### src/design/plc_pkg.sv
// ---------------------------------------------------------------------------
// plc_pkg: shared types and constants for the piecewise-linear calibration
// Table geometry, field widths, the table write request and the sequencer
// states used by the calibration block and its breakpoint table.
// ---------------------------------------------------------------------------
package plc_pkg;

    // Table geometry.
    localparam int TABLE_ENTRIES = 16;
    localparam int IDX_W         = $clog2(TABLE_ENTRIES);

    // Field widths.
    localparam int X_W   = 12;
    localparam int Y_W   = 16;
    localparam int SEG_W = 4;

    // Width that holds a request index, a table index and the table size,
    // so the bounds check on a write compares against the full entry count.
    localparam int IDX_WIDE_W = ((IDX_W > SEG_W) ? IDX_W : SEG_W) + 1;

    // Product of an x difference and a y difference, and the signed sum
    // of y0 with the quotient.
    localparam int PROD_W = X_W + Y_W;
    localparam int SUM_W  = PROD_W + 2;
    localparam int CNT_W  = $clog2(PROD_W);

    // Stream packing.
    localparam int S_DATA_W = 48;
    localparam int M_DATA_W = 24;

    typedef logic [X_W-1:0]   x_t;
    typedef logic [Y_W-1:0]   y_t;
    typedef logic [IDX_W-1:0] idx_t;

    localparam x_t X_MAX = {X_W{1'b1}};

    // Input kinds carried in tuser.
    localparam logic KIND_WRITE   = 1'b0;
    localparam logic KIND_CONVERT = 1'b1;

    // One breakpoint of the table.
    typedef struct packed {
        x_t x;
        y_t y;
    } plc_entry_t;

    // Write request into the table.
    typedef struct packed {
        logic en;
        idx_t idx;
        x_t   x;
        y_t   y;
    } plc_wr_t;

    // Conversion sequencer.
    typedef enum logic [2:0] {
        ST_IDLE,
        ST_SCAN,
        ST_MUL,
        ST_DIV,
        ST_DONE
    } plc_state_t;

endpackage

### src/design/piecewise_linear_calibration.sv
// ---------------------------------------------------------------------------
// piecewise_linear_calibration: sensor reading to level by table lookup
// Searches a breakpoint table and interpolates between two breakpoints with
// a bit-serial multiplier and a bit-serial divider.
// ---------------------------------------------------------------------------
// Usage:
// Requests arrive on the s_ channel. s_tuser selects a table write (0) or a
// conversion (1). A write stores one breakpoint in the accept cycle and gives
// no result; the block is ready again in the next cycle. A conversion reads
// the table one entry per cycle through its registered port until the first
// entry from 1 up whose x is at least the reading. After a match the block
// multiplies (one bit of |reading - x0| per cycle), divides (one quotient
// bit per cycle), then saturates the sum and registers the result. A flat
// segment skips multiply and divide, and an unmatched reading goes to the
// result after the last entry. One conversion is in flight at a time.
// The result waits in an output register on the m_ channel; while it waits
// the block keeps taking requests, and a finished conversion holds in its
// last state until the output register is free.
// Reset clears the sequencer, the output valid and the table valid bits, so
// the table reads as x = 0 at entry zero, full scale elsewhere, y = 0.
// ---------------------------------------------------------------------------
module piecewise_linear_calibration import plc_pkg::*; (
    input  logic                aclk,
    input  logic                aresetn,
    // Request channel.
    input  logic                s_tvalid,
    output logic                s_tready,
    // entry_index[3:0], entry_x[15:4], entry_y[31:16], reading[43:32], zero
    input  logic [S_DATA_W-1:0] s_tdata,
    // kind[0]
    input  logic                s_tuser,
    // Result channel.
    output logic                m_tvalid,
    input  logic                m_tready,
    // level[15:0], segment[19:16], zero
    output logic [M_DATA_W-1:0] m_tdata,
    // matched[0]
    output logic                m_tuser
);

    localparam idx_t LAST_IDX = idx_t'(TABLE_ENTRIES - 1);

    // Request fields.
    logic [SEG_W-1:0]      in_index;
    x_t                    in_x;
    y_t                    in_y;
    x_t                    in_reading;
    logic [IDX_WIDE_W-1:0] in_index_wide;
    logic                  s_accept;
    logic                  wr_ok;

    assign in_index      = s_tdata[3:0];
    assign in_x          = s_tdata[15:4];
    assign in_y          = s_tdata[31:16];
    assign in_reading    = s_tdata[43:32];
    assign in_index_wide = IDX_WIDE_W'(in_index);
    assign wr_ok         = in_index_wide < IDX_WIDE_W'(TABLE_ENTRIES);
    assign s_accept      = s_tvalid && s_tready;

    // Table.
    plc_wr_t    tbl_wr;
    idx_t       rd_addr;
    plc_entry_t rd_entry;

    assign tbl_wr.en  = s_accept && (s_tuser == KIND_WRITE) && wr_ok;
    assign tbl_wr.idx = idx_t'(in_index_wide);
    assign tbl_wr.x   = in_x;
    assign tbl_wr.y   = in_y;

    plc_table u_table (
        .aclk     (aclk),
        .aresetn  (aresetn),
        .wr       (tbl_wr),
        .rd_addr  (rd_addr),
        .rd_entry (rd_entry)
    );

    // Sequencer and datapath registers.
    plc_state_t        state_reg,    state_next;
    idx_t              scan_idx_reg, scan_idx_next;
    x_t                reading_reg,  reading_next;
    x_t                x0_reg,       x0_next;
    y_t                y0_reg,       y0_next;
    logic              hit_reg,      hit_next;
    idx_t              seg_reg,      seg_next;
    logic [PROD_W-1:0] mcand_reg,    mcand_next;
    x_t                mplier_reg,   mplier_next;
    logic [PROD_W-1:0] acc_reg,      acc_next;
    x_t                rem_reg,      rem_next;
    x_t                dvs_reg,      dvs_next;
    logic              neg_reg,      neg_next;
    logic [CNT_W-1:0]  cnt_reg,      cnt_next;

    // Output register.
    logic              m_valid_reg,   m_valid_next;
    y_t                m_level_reg,   m_level_next;
    logic [SEG_W-1:0]  m_seg_reg,     m_seg_next;
    logic              m_matched_reg, m_matched_next;

    // Segment differences, taken when the scan hits.
    logic [X_W:0]      dx;
    logic [Y_W:0]      dy;
    logic [X_W:0]      den;
    x_t                dx_mag;
    y_t                dy_mag;
    x_t                den_mag;

    // Divider step.
    logic [X_W:0]      div_shift;
    logic [X_W:0]      div_trial;
    logic              div_ge;

    // Final sum and saturation.
    logic [SUM_W-1:0]  y0_ext;
    logic [SUM_W-1:0]  q_ext;
    logic [SUM_W-1:0]  sum;
    y_t                level_sat;
    logic              out_free;

    assign dx      = {1'b0, reading_reg} - {1'b0, x0_reg};
    assign dy      = {1'b0, rd_entry.y} - {1'b0, y0_reg};
    assign den     = {1'b0, rd_entry.x} - {1'b0, x0_reg};
    assign dx_mag  = dx[X_W]  ? X_W'(~dx + 1'b1)  : dx[X_W-1:0];
    assign dy_mag  = dy[Y_W]  ? Y_W'(~dy + 1'b1)  : dy[Y_W-1:0];
    assign den_mag = den[X_W] ? X_W'(~den + 1'b1) : den[X_W-1:0];

    assign div_shift = {rem_reg, acc_reg[PROD_W-1]};
    assign div_trial = div_shift - {1'b0, dvs_reg};
    assign div_ge    = div_shift >= {1'b0, dvs_reg};

    assign y0_ext = SUM_W'(y0_reg);
    assign q_ext  = SUM_W'(acc_reg);
    assign sum    = neg_reg ? (y0_ext - q_ext) : (y0_ext + q_ext);

    // Clamp the signed sum to the level range.
    always_comb begin
        if (sum[SUM_W-1]) begin
            level_sat = '0;
        end else if (|sum[SUM_W-2:Y_W]) begin
            level_sat = '1;
        end else begin
            level_sat = sum[Y_W-1:0];
        end
    end

    assign out_free = !m_valid_reg || m_tready;
    assign s_tready = (state_reg == ST_IDLE);

    // Next state and datapath.
    always_comb begin
        state_next     = state_reg;
        scan_idx_next  = scan_idx_reg;
        reading_next   = reading_reg;
        x0_next        = x0_reg;
        y0_next        = y0_reg;
        hit_next       = hit_reg;
        seg_next       = seg_reg;
        mcand_next     = mcand_reg;
        mplier_next    = mplier_reg;
        acc_next       = acc_reg;
        rem_next       = rem_reg;
        dvs_next       = dvs_reg;
        neg_next       = neg_reg;
        cnt_next       = cnt_reg;
        m_valid_next   = m_valid_reg && !m_tready;
        m_level_next   = m_level_reg;
        m_seg_next     = m_seg_reg;
        m_matched_next = m_matched_reg;
        rd_addr        = '0;

        unique case (state_reg)
            ST_IDLE: begin
                // Entry zero is read while idle, so the scan starts with it.
                if (s_accept && (s_tuser == KIND_CONVERT)) begin
                    reading_next  = in_reading;
                    scan_idx_next = '0;
                    state_next    = ST_SCAN;
                end
            end

            ST_SCAN: begin
                // rd_entry holds the entry at scan_idx_reg; fetch the next one.
                if (scan_idx_reg != LAST_IDX) begin
                    rd_addr = scan_idx_reg + 1'b1;
                end
                if (scan_idx_reg == '0) begin
                    x0_next       = rd_entry.x;
                    y0_next       = rd_entry.y;
                    scan_idx_next = scan_idx_reg + 1'b1;
                end else if (reading_reg <= rd_entry.x) begin
                    hit_next = 1'b1;
                    seg_next = scan_idx_reg;
                    acc_next = '0;
                    if (den == '0) begin
                        // Flat segment: the level is y0.
                        neg_next   = 1'b0;
                        state_next = ST_DONE;
                    end else begin
                        neg_next    = dx[X_W] ^ dy[Y_W] ^ den[X_W];
                        mcand_next  = PROD_W'(dy_mag);
                        mplier_next = dx_mag;
                        dvs_next    = den_mag;
                        cnt_next    = CNT_W'(X_W - 1);
                        state_next  = ST_MUL;
                    end
                end else if (scan_idx_reg == LAST_IDX) begin
                    // No breakpoint at or above the reading.
                    hit_next   = 1'b0;
                    seg_next   = '0;
                    y0_next    = '0;
                    acc_next   = '0;
                    neg_next   = 1'b0;
                    state_next = ST_DONE;
                end else begin
                    x0_next       = rd_entry.x;
                    y0_next       = rd_entry.y;
                    scan_idx_next = scan_idx_reg + 1'b1;
                end
            end

            ST_MUL: begin
                // Shift-add, one multiplier bit per cycle, low bit first.
                if (mplier_reg[0]) begin
                    acc_next = acc_reg + mcand_reg;
                end
                mcand_next  = mcand_reg << 1;
                mplier_next = mplier_reg >> 1;
                cnt_next    = cnt_reg - 1'b1;
                if (cnt_reg == '0) begin
                    rem_next   = '0;
                    cnt_next   = CNT_W'(PROD_W - 1);
                    state_next = ST_DIV;
                end
            end

            ST_DIV: begin
                // Restoring division, one quotient bit per cycle. The
                // quotient shifts into the product register from below.
                if (div_ge) begin
                    rem_next = X_W'(div_trial);
                end else begin
                    rem_next = X_W'(div_shift);
                end
                acc_next = {acc_reg[PROD_W-2:0], div_ge};
                cnt_next = cnt_reg - 1'b1;
                if (cnt_reg == '0) begin
                    state_next = ST_DONE;
                end
            end

            ST_DONE: begin
                // Hand the result over once the output register is free.
                if (out_free) begin
                    m_valid_next   = 1'b1;
                    m_level_next   = level_sat;
                    m_seg_next     = SEG_W'(seg_reg);
                    m_matched_next = hit_reg;
                    state_next     = ST_IDLE;
                end
            end

            default: begin
                state_next = ST_IDLE;
            end
        endcase
    end

    // Control registers.
    always_ff @(posedge aclk) begin
        if (!aresetn) begin
            state_reg   <= ST_IDLE;
            m_valid_reg <= 1'b0;
        end else begin
            state_reg   <= state_next;
            m_valid_reg <= m_valid_next;
        end
    end

    // Payload registers.
    always_ff @(posedge aclk) begin
        scan_idx_reg  <= scan_idx_next;
        reading_reg   <= reading_next;
        x0_reg        <= x0_next;
        y0_reg        <= y0_next;
        hit_reg       <= hit_next;
        seg_reg       <= seg_next;
        mcand_reg     <= mcand_next;
        mplier_reg    <= mplier_next;
        acc_reg       <= acc_next;
        rem_reg       <= rem_next;
        dvs_reg       <= dvs_next;
        neg_reg       <= neg_next;
        cnt_reg       <= cnt_next;
        m_level_reg   <= m_level_next;
        m_seg_reg     <= m_seg_next;
        m_matched_reg <= m_matched_next;
    end

    // Result channel.
    assign m_tvalid = m_valid_reg;
    assign m_tdata  = M_DATA_W'({m_seg_reg, m_level_reg});
    assign m_tuser  = m_matched_reg;

endmodule

### src/design/plc_table.sv
// ---------------------------------------------------------------------------
// plc_table: breakpoint table of the calibration block
// One write port and one registered read port. A valid bit per entry makes
// entries that were never written read as their reset value.
// ---------------------------------------------------------------------------
module plc_table import plc_pkg::*; (
    input  logic       aclk,
    input  logic       aresetn,
    input  plc_wr_t    wr,
    input  idx_t       rd_addr,
    output plc_entry_t rd_entry
);

    plc_entry_t               mem_reg [TABLE_ENTRIES];
    plc_entry_t               rd_data_reg;
    idx_t                     rd_addr_reg;
    logic [TABLE_ENTRIES-1:0] valid_reg;
    logic                     rd_valid_reg;

    // Storage array with a registered read.
    always_ff @(posedge aclk) begin
        if (wr.en) begin
            mem_reg[wr.idx] <= '{x: wr.x, y: wr.y};
        end
        rd_data_reg <= mem_reg[rd_addr];
        rd_addr_reg <= rd_addr;
    end

    // Valid bits, cleared at reset.
    always_ff @(posedge aclk) begin
        if (!aresetn) begin
            valid_reg    <= '0;
            rd_valid_reg <= 1'b0;
        end else begin
            if (wr.en) begin
                valid_reg[wr.idx] <= 1'b1;
            end
            rd_valid_reg <= valid_reg[rd_addr];
        end
    end

    // An entry never written reads as x = 0 for entry zero, full scale
    // otherwise, and y = 0.
    always_comb begin
        if (rd_valid_reg) begin
            rd_entry = rd_data_reg;
        end else begin
            rd_entry.x = (rd_addr_reg == '0) ? '0 : X_MAX;
            rd_entry.y = '0;
        end
    end

endmodule

### config.mk
export PLATFORM = sky130hd
export DESIGN_NAME = piecewise_linear_calibration
export DESIGN_NICKNAME = d
export VERILOG_FILES = /design/src/design/plc_pkg.sv /design/src/design/piecewise_linear_calibration.sv /design/src/design/plc_table.sv
export SDC_FILE = /design/constraint.sdc
export NUM_CORES = 1
export LEC_CHECK = 0
export ABC_AREA = 1
export ABC_CLOCK_PERIOD_IN_PS = 11450
export BUFFER_PORTS_ARGS = -buffer_cell sky130_fd_sc_hd__buf_2
export CAP_MARGIN = 20
export CORE_ASPECT_RATIO = 1.5
export CORE_MARGIN = 5
export CORE_UTILIZATION = 35
export CTS_CLUSTER_SIZE = 30
export DETAILED_ROUTE_END_ITERATION = 16
export GPL_TIMING_DRIVEN = 0
export PLACE_DENSITY = 0.6
export SYNTH_ARGS = -nofsm -noshare
export SYNTH_HDL_FRONTEND = slang
export SYNTH_SLANG_ARGS = --single-unit
export TNS_END_PERCENT = 20
### constraint.sdc
create_clock -name aclk -period 11.45 [get_ports aclk]
set_clock_uncertainty 0.2 [all_clocks]
set_input_delay 3.435 -clock aclk [delete_from_list [all_inputs] [get_ports aclk]]
set_output_delay 3.435 -clock aclk [all_outputs]
set_load 0.03 [all_outputs]
==> reports/qor.yml, run 1 <==
layout:
  nets: 3872
  fill_cells: 9570
  drive_gt1_share_pct: 8.77
  syn2layout_area_growth_pct: 14.6
  regArea_sq_um: 19600
  post-route-util_pct: 40.2
  multi_input_area_sq_um: 12400
  largest_reg_flops: 448
  final_cells: 5025
  final_cell_area_sq_um: 38900
detailed_routing:
  drtIter0Drc: 2362
  drtAntennaViolNets: 0
  viasPerCell: 5.24
  wl_per_cell_microns: 21.5
  drtPass1Iterations: 8
  routed_wl_microns: 108000
  vias: 26300
  drc: 0
synth:
  postSynthAreaPerCell_sq_um: 9.66
  yosysTopAreaCellShare_pct: 54.5
  synth-edff-count: 616
  netlist_instances: 3515
  ys_ff_latch: 669
  ys_seq_area_share_pct: 57.6
  async_flop_share_pct: 0
  synth_area_leaders: "edfxtp_1 54%, nand2_1 7.2%, nor2_1 5.4%"
  synth_common_cells: "652 x nand2_1, 616 x edfxtp_1, 486 x nor2_1, 386 x inv_1, 345 x o21ai_0"
  ys.flop_type: "edfxtp_1"
  synth_most_common_cell: "nand2_1"
  yosys.area.top_type: "edfxtp_1"
  synth.distinct_cells: 52
  synth_area_sq_um: 33900
  yosysWarningCount: 0
floorplan:
  start_util_pct: 35.1
  fp-row-count: 140
  coreArea_sq_um: 96700
  die_x_microns: 264
  chipHeight_microns: 391
  dieArea_sq_um: 103000
  pin_count: 80
timing:
  whs_ns: 0.263
  min_period_over_period_pct: 47.7
  setup_violations: 0
  max_slew.worst_pin.slew_ns: 1.12
  rsz0062_at_grt: "no"
  clock.fmax_mhz: 183
  period_minus_slack_ns: 5.46
  maxSlewHeadroom_pct: 25.6
  hold_viol_final: 0
  layout_setup_ws_ns: 5.99
  tns_ns: 0
  slew_viol_final: 0
grt:
  grt_first_pass_wirelength_microns: 159000
  grt_pass1_vias: 26000
  grt-ovfl-total: 0
  grt_max_degree: 29
  grt_antenna_before_repair: 10
  grt_usage_pct: 20.2
setup_path:
  end_kind: "output pin"
  cp_common_cell: "nor2_1"
  worstPathArrival_ns: 1.83
  crit_path_start_kind: "register"
  worstPathRequired_ns: 7.82
  path_max_fanout: 4
  slowest_delay_ns: 0.35
  critical_path.cell_chain: "nor2_1 -> inv_1 -> nor2_1 -> buf_2"
  slowest_stage: "nor2_1"
  rr_worst_depth: 19
  worst-setup-path-type: "register to output pin"
place:
  dp_hpwl_microns: 78100
  port_buffers: 71
  dpl_cell_area_sq_um: 36400
  pre_cts_slack_ns: 5.52
  gp_congestion: 0.948
  post-place-cells: 4886
run_status:
  status: "complete, no violations"
clock_network:
  hold_buffers: 0
  cts_htree_levels: 3
  clk_latency_ns: 0.63
  cts_resized: 0
  cts_tree: "built"
  clock_sinks: 669
  post_cts_buffers: 0
  root_buffer: "clkbuf_16"
  path_clk_slew_ns: 0.06
  clock_path_buffers: 3
  numCtsBuffers: 73
run:
  cap_violations: 0
pwr:
  p_leak_nw: 15.5
  total_power_mw: 10.9
  pwr_density_cell_nw_per_um2: 281
  ir_drop_uv: 137
hold_path:
  worstHoldPathType: "register to register"
  worstHoldPathCells: 2
[critical path, delay by kind of cell (launching register included)]
kind | cells | cell delay [ns]
and+or+nand+nor | 2 | 0.50
buffers and inverters | 2 | 0.35
DFF | 1 | 0.34
[where the power goes]
part	total, mW	internal [mW]	switching [mW]
logic	5.12	1.56	3.56
registers	3.40	3.17	0.222
clock network	2.41	1.41	1.00
[path summary, 6_finish.rpt]
kind,startpoint,end,slack [ns]
hold / removal,u_table.valid_reg[10],u_table.valid_reg[10],0.26
setup / recovery,state_reg[0],s_tready,5.99
hold reg to reg,u_table.valid_reg[10],u_table.valid_reg[10],0.26
setup reg to reg,u_table.rd_valid_reg,dvs_reg[7],6.50
[cell usage in the layout, fill, tap and decap left out, types with 7 or more instances in the layout]
master,instances
a21o_1,11
a21oi_1,116
a31oi_1,8
buf_12,16
buf_2,101
buf_4,9
bufinv_16,9
clkbuf_1,98
clkbuf_16,75
clkinv_1,17
clkinv_2,13
dfxtp_1,53
edfxtp_1,616
fa_1,7
ha_1,129
inv_1,386
inv_2,13
nand2_1,652
nand2_2,12
nand3_1,174
nand3_2,10
nand3b_1,11
nand4_1,25
nor2_1,469
nor2_2,13
nor2_4,20
nor3_1,21
o211ai_1,34
o21ai_0,345
o21ai_1,11
o21bai_1,9
o221ai_1,87
o22ai_1,36
or2_2,7
xnor2_1,22
xor2_1,50
[final cells by class]
class / instances / share of cell area (%)
antenna: 6 / 0.0386
clock inverter: 51 / 1.41
clock buffer: 82 / 4.89
inverter: 400 / 3.86
timing repair buffer: 90 / 1.89
multi-input combinational: 2313 / 32.0
tap: 1278 / 4.11
buffer: 136 / 1.55
sequential: 669 / 50.3
[cell families after synthesis]
kind of cell	after synthesis	synth area share [%]
AOI/OAI and AO/OA	680	11.8
xor gates and xnor gates	72	1.86
and+or+nand+nor	1421	17.4
DFF	669	57.6
other	1	0.0110
buffers and inverters	536	6.20
adders and majority gates	136	5.17
[per-layer routing]
layer	wire length [microns]	up-vias	track usage (%)	share of wire (%)
li1	-	12400	-	-
met1	39700	12500	22.6	37
met2	53900	1052	36.1	50
met3	6920	313	3.13	6.4
met4	7420	6	12.3	6.9
met5	46	-	0	0.043
(Power assumes the default switching activity.)
==> run 2: changes to the inputs <==
ABC_AREA = 0   (was 1)
ABC_CLOCK_PERIOD_IN_PS = 5300   (was 11450)
clock period = 5.3 ns   (was 11.45 ns; I/O delays follow)
==> reports/qor.yml, run 2 <==
floorplan:
  start_util_pct: 35.3
  dieArea_sq_um: 97400
  chipHeight_microns: 380
  fp-row-count: 135
  coreArea_sq_um: 90400
  pin_count: 80
  die_x_microns: 257
detailed_routing:
  drtPass1Iterations: 7
  routed_wl_microns: 87200
  drc: 0
  viasPerCell: 5.44
  drtIter0Drc: 1620
  drtAntennaViolNets: 0
  wl_per_cell_microns: 21.3
  vias: 22300
clock_network:
  post_cts_buffers: 0
  clock_sinks: 669
  cts_tree: "built"
  clk_latency_ns: 0.62
  hold_buffers: 0
  numCtsBuffers: 70
  clock_path_buffers: 3
  cts_htree_levels: 3
  root_buffer: "clkbuf_16"
  path_clk_slew_ns: 0.06
synth:
  ys_ff_latch: 669
  postSynthAreaPerCell_sq_um: 11.8
  yosys.area.top_type: "edfxtp_1"
  yosysWarningCount: 0
  netlist_instances: 2701
  synth.distinct_cells: 83
  synth_common_cells: "616 x edfxtp_1, 334 x nand2_1, 178 x a21oi_1, 171 x nor2_1, 129 x ha_1"
  ys.flop_type: "edfxtp_1"
  synth_most_common_cell: "edfxtp_1"
  synth_area_leaders: "edfxtp_1 58%, ha_1 5.1%, nand2_1 3.9%"
  yosysTopAreaCellShare_pct: 58.0
  ys_seq_area_share_pct: 61.3
  synth-edff-count: 616
  async_flop_share_pct: 0
  synth_area_sq_um: 31900
setup_path:
  worstPathRequired_ns: 5.51
  worst-setup-path-type: "register to register"
  end_kind: "register"
  path_max_fanout: 10
  crit_path_start_kind: "register"
  worstPathArrival_ns: 5.15
timing:
  tns_ns: 0
  period_minus_slack_ns: 4.94
  max_slew.worst_pin.slew_ns: 0.904
  maxSlewHeadroom_pct: 39.0
  clock.fmax_mhz: 202
  min_period_over_period_pct: 93.2
  rsz0062_at_grt: "no"
  whs_ns: 0.267
  hold_viol_final: 0
  setup_violations: 0
  slew_viol_final: 0
layout:
  syn2layout_area_growth_pct: 15.0
  final_common_cell: "edfxtp_1"
  multi_input_area_sq_um: 11500
  regArea_sq_um: 19600
  mostFrequentLayoutCells: "616 x edfxtp_1, 333 x nand2_1, 177 x a21oi_1"
  nets: 3069
  drive_gt1_share_pct: 9.79
  largest_reg_flops: 448
  fill_cells: 8456
grt:
  grt-ovfl-total: 0
  grt_first_pass_wirelength_microns: 131000
  grt_usage_pct: 17.2
  grt_antenna_before_repair: 6
  grt_pass1_vias: 22600
  grt_max_degree: 41
pwr:
  p_leak_nw: 12.9
  total_power_mw: 23.3
  pwr_density_cell_nw_per_um2: 637
  ir_drop_uv: 330
place:
  dp_hpwl_microns: 62500
  gp_congestion: 0.868
  port_buffers: 71
run_status:
  status: "complete, no violations"
hold_path:
  worstHoldPathType: "register to register"
run:
  cap_violations: 0
-- run 2: cell count changes in the layout (fill, tap and decap cells not counted), moves of 49 or more --
cell / change
a311oi_1: +64
and2_1: +49
nand2_1: -319
o21ai_0: -260
o22ai_1: +85
nor2_1: -310
a21oi_1: +61
o221ai_1: -86
inv_1: -266
a31oi_1: +65
nand3_1: -140
xnor2_1: +50
-- run 2: layer usage --
metal | up-vias | track usage [%] | wire (microns)
met1 | 10900 | 19.3 | 33200
met5 | - | 0 | 46
met2 | 640 | 32.8 | 46900
li1 | 10500 | - | -
met4 | 6 | 6.02 | 2870
met3 | 170 | 2.59 | 4190
-- run 2: area by class of cell --
class / instances / share of cell area [%]
clock inverter: 32 / 0.962
timing repair buffer: 105 / 2.41
multi-input combinational: 1775 / 31.2
antenna: 2 / 0.0136
clock buffer: 92 / 5.23
sequential: 669 / 53.3
tap: 1164 / 3.97
inverter: 123 / 1.26
buffer: 136 / 1.59
-- run 2: report_power, final --
group | internal (mW) | switching (mW) | leakage (nW) | total [mW]
logic | 4.06 | 6.96 | 5.78 | 11.0
clock network | 2.83 | 2.10 | 1.11 | 4.93
registers | 6.96 | 0.436 | 6.02 | 7.40
-- run 2: kinds of logic (layout without fill, tap and decap cells) --
kind of cell / count (synthesis) / count (layout) / share of synthesized area [%]
and+or+nand+nor: 758 / 758 / 10.9
AOI/OAI and AO/OA: 754 / 754 / 15.6
DFF: 669 / 669 / 61.3
buffers and inverters: 260 / 488 / 3.28
adders and majority gates: 136 / 136 / 5.50
xor gates and xnor gates: 114 / 114 / 3.13
muxes: 9 / 9 / 0.282
other: 1 / 6 / 0.0118
-- run 2: repair_timing --
item / 4_1_cts / 5_1_grt
gates resized for setup: 2 / 6
setup endpoints to repair: 40 / 66
pin swaps: 0 / 0
endpoints found under the hold margin: 0 / 0
-- run 2: final timing paths --
path / slack (ns) / startpoint / depth (start not counted) / endpoint
worst max-delay path: 0.36 / state_reg[0] / 14 / u_table.rd_data_reg[16]
worst min-delay path: 0.27 / u_table.valid_reg[6] / 2 / u_table.valid_reg[6]
worst max register to register: 0.36 / state_reg[0] / 14 / u_table.rd_data_reg[16]
worst min register to register: 0.27 / u_table.valid_reg[6] / 2 / u_table.valid_reg[6]
-- run 2: critical path, cell delays in order, from the launching register on --
cell and delay [ns]:
dfxtp_1 0.30, clkbuf_1 0.26, clkinv_1 0.39, or3_1 0.47, clkbuf_1 0.24, nor2_1 0.33, nand2_1 0.39, inv_1 0.31
nand2_1 0.28, clkbuf_1 0.40, clkbuf_1 0.41, o22ai_1 0.28, a31oi_1 0.08, a21oi_1 0.19, a21oi_1 0.18
-- run 2: stage by stage --
stage	cells	util [%]	worst slack [ns]	instance area [sq um]
after global routing	4096	40.6	0.0164	36700
after floorplan	2704	-	0.344	31900
final	4098	40.6	0.361	36700
after CTS	4097	40.6	0.0602	36700
after detailed placement	3973	38.0	-0.312	34400
after global placement	3939	37.3	-1.86	33700
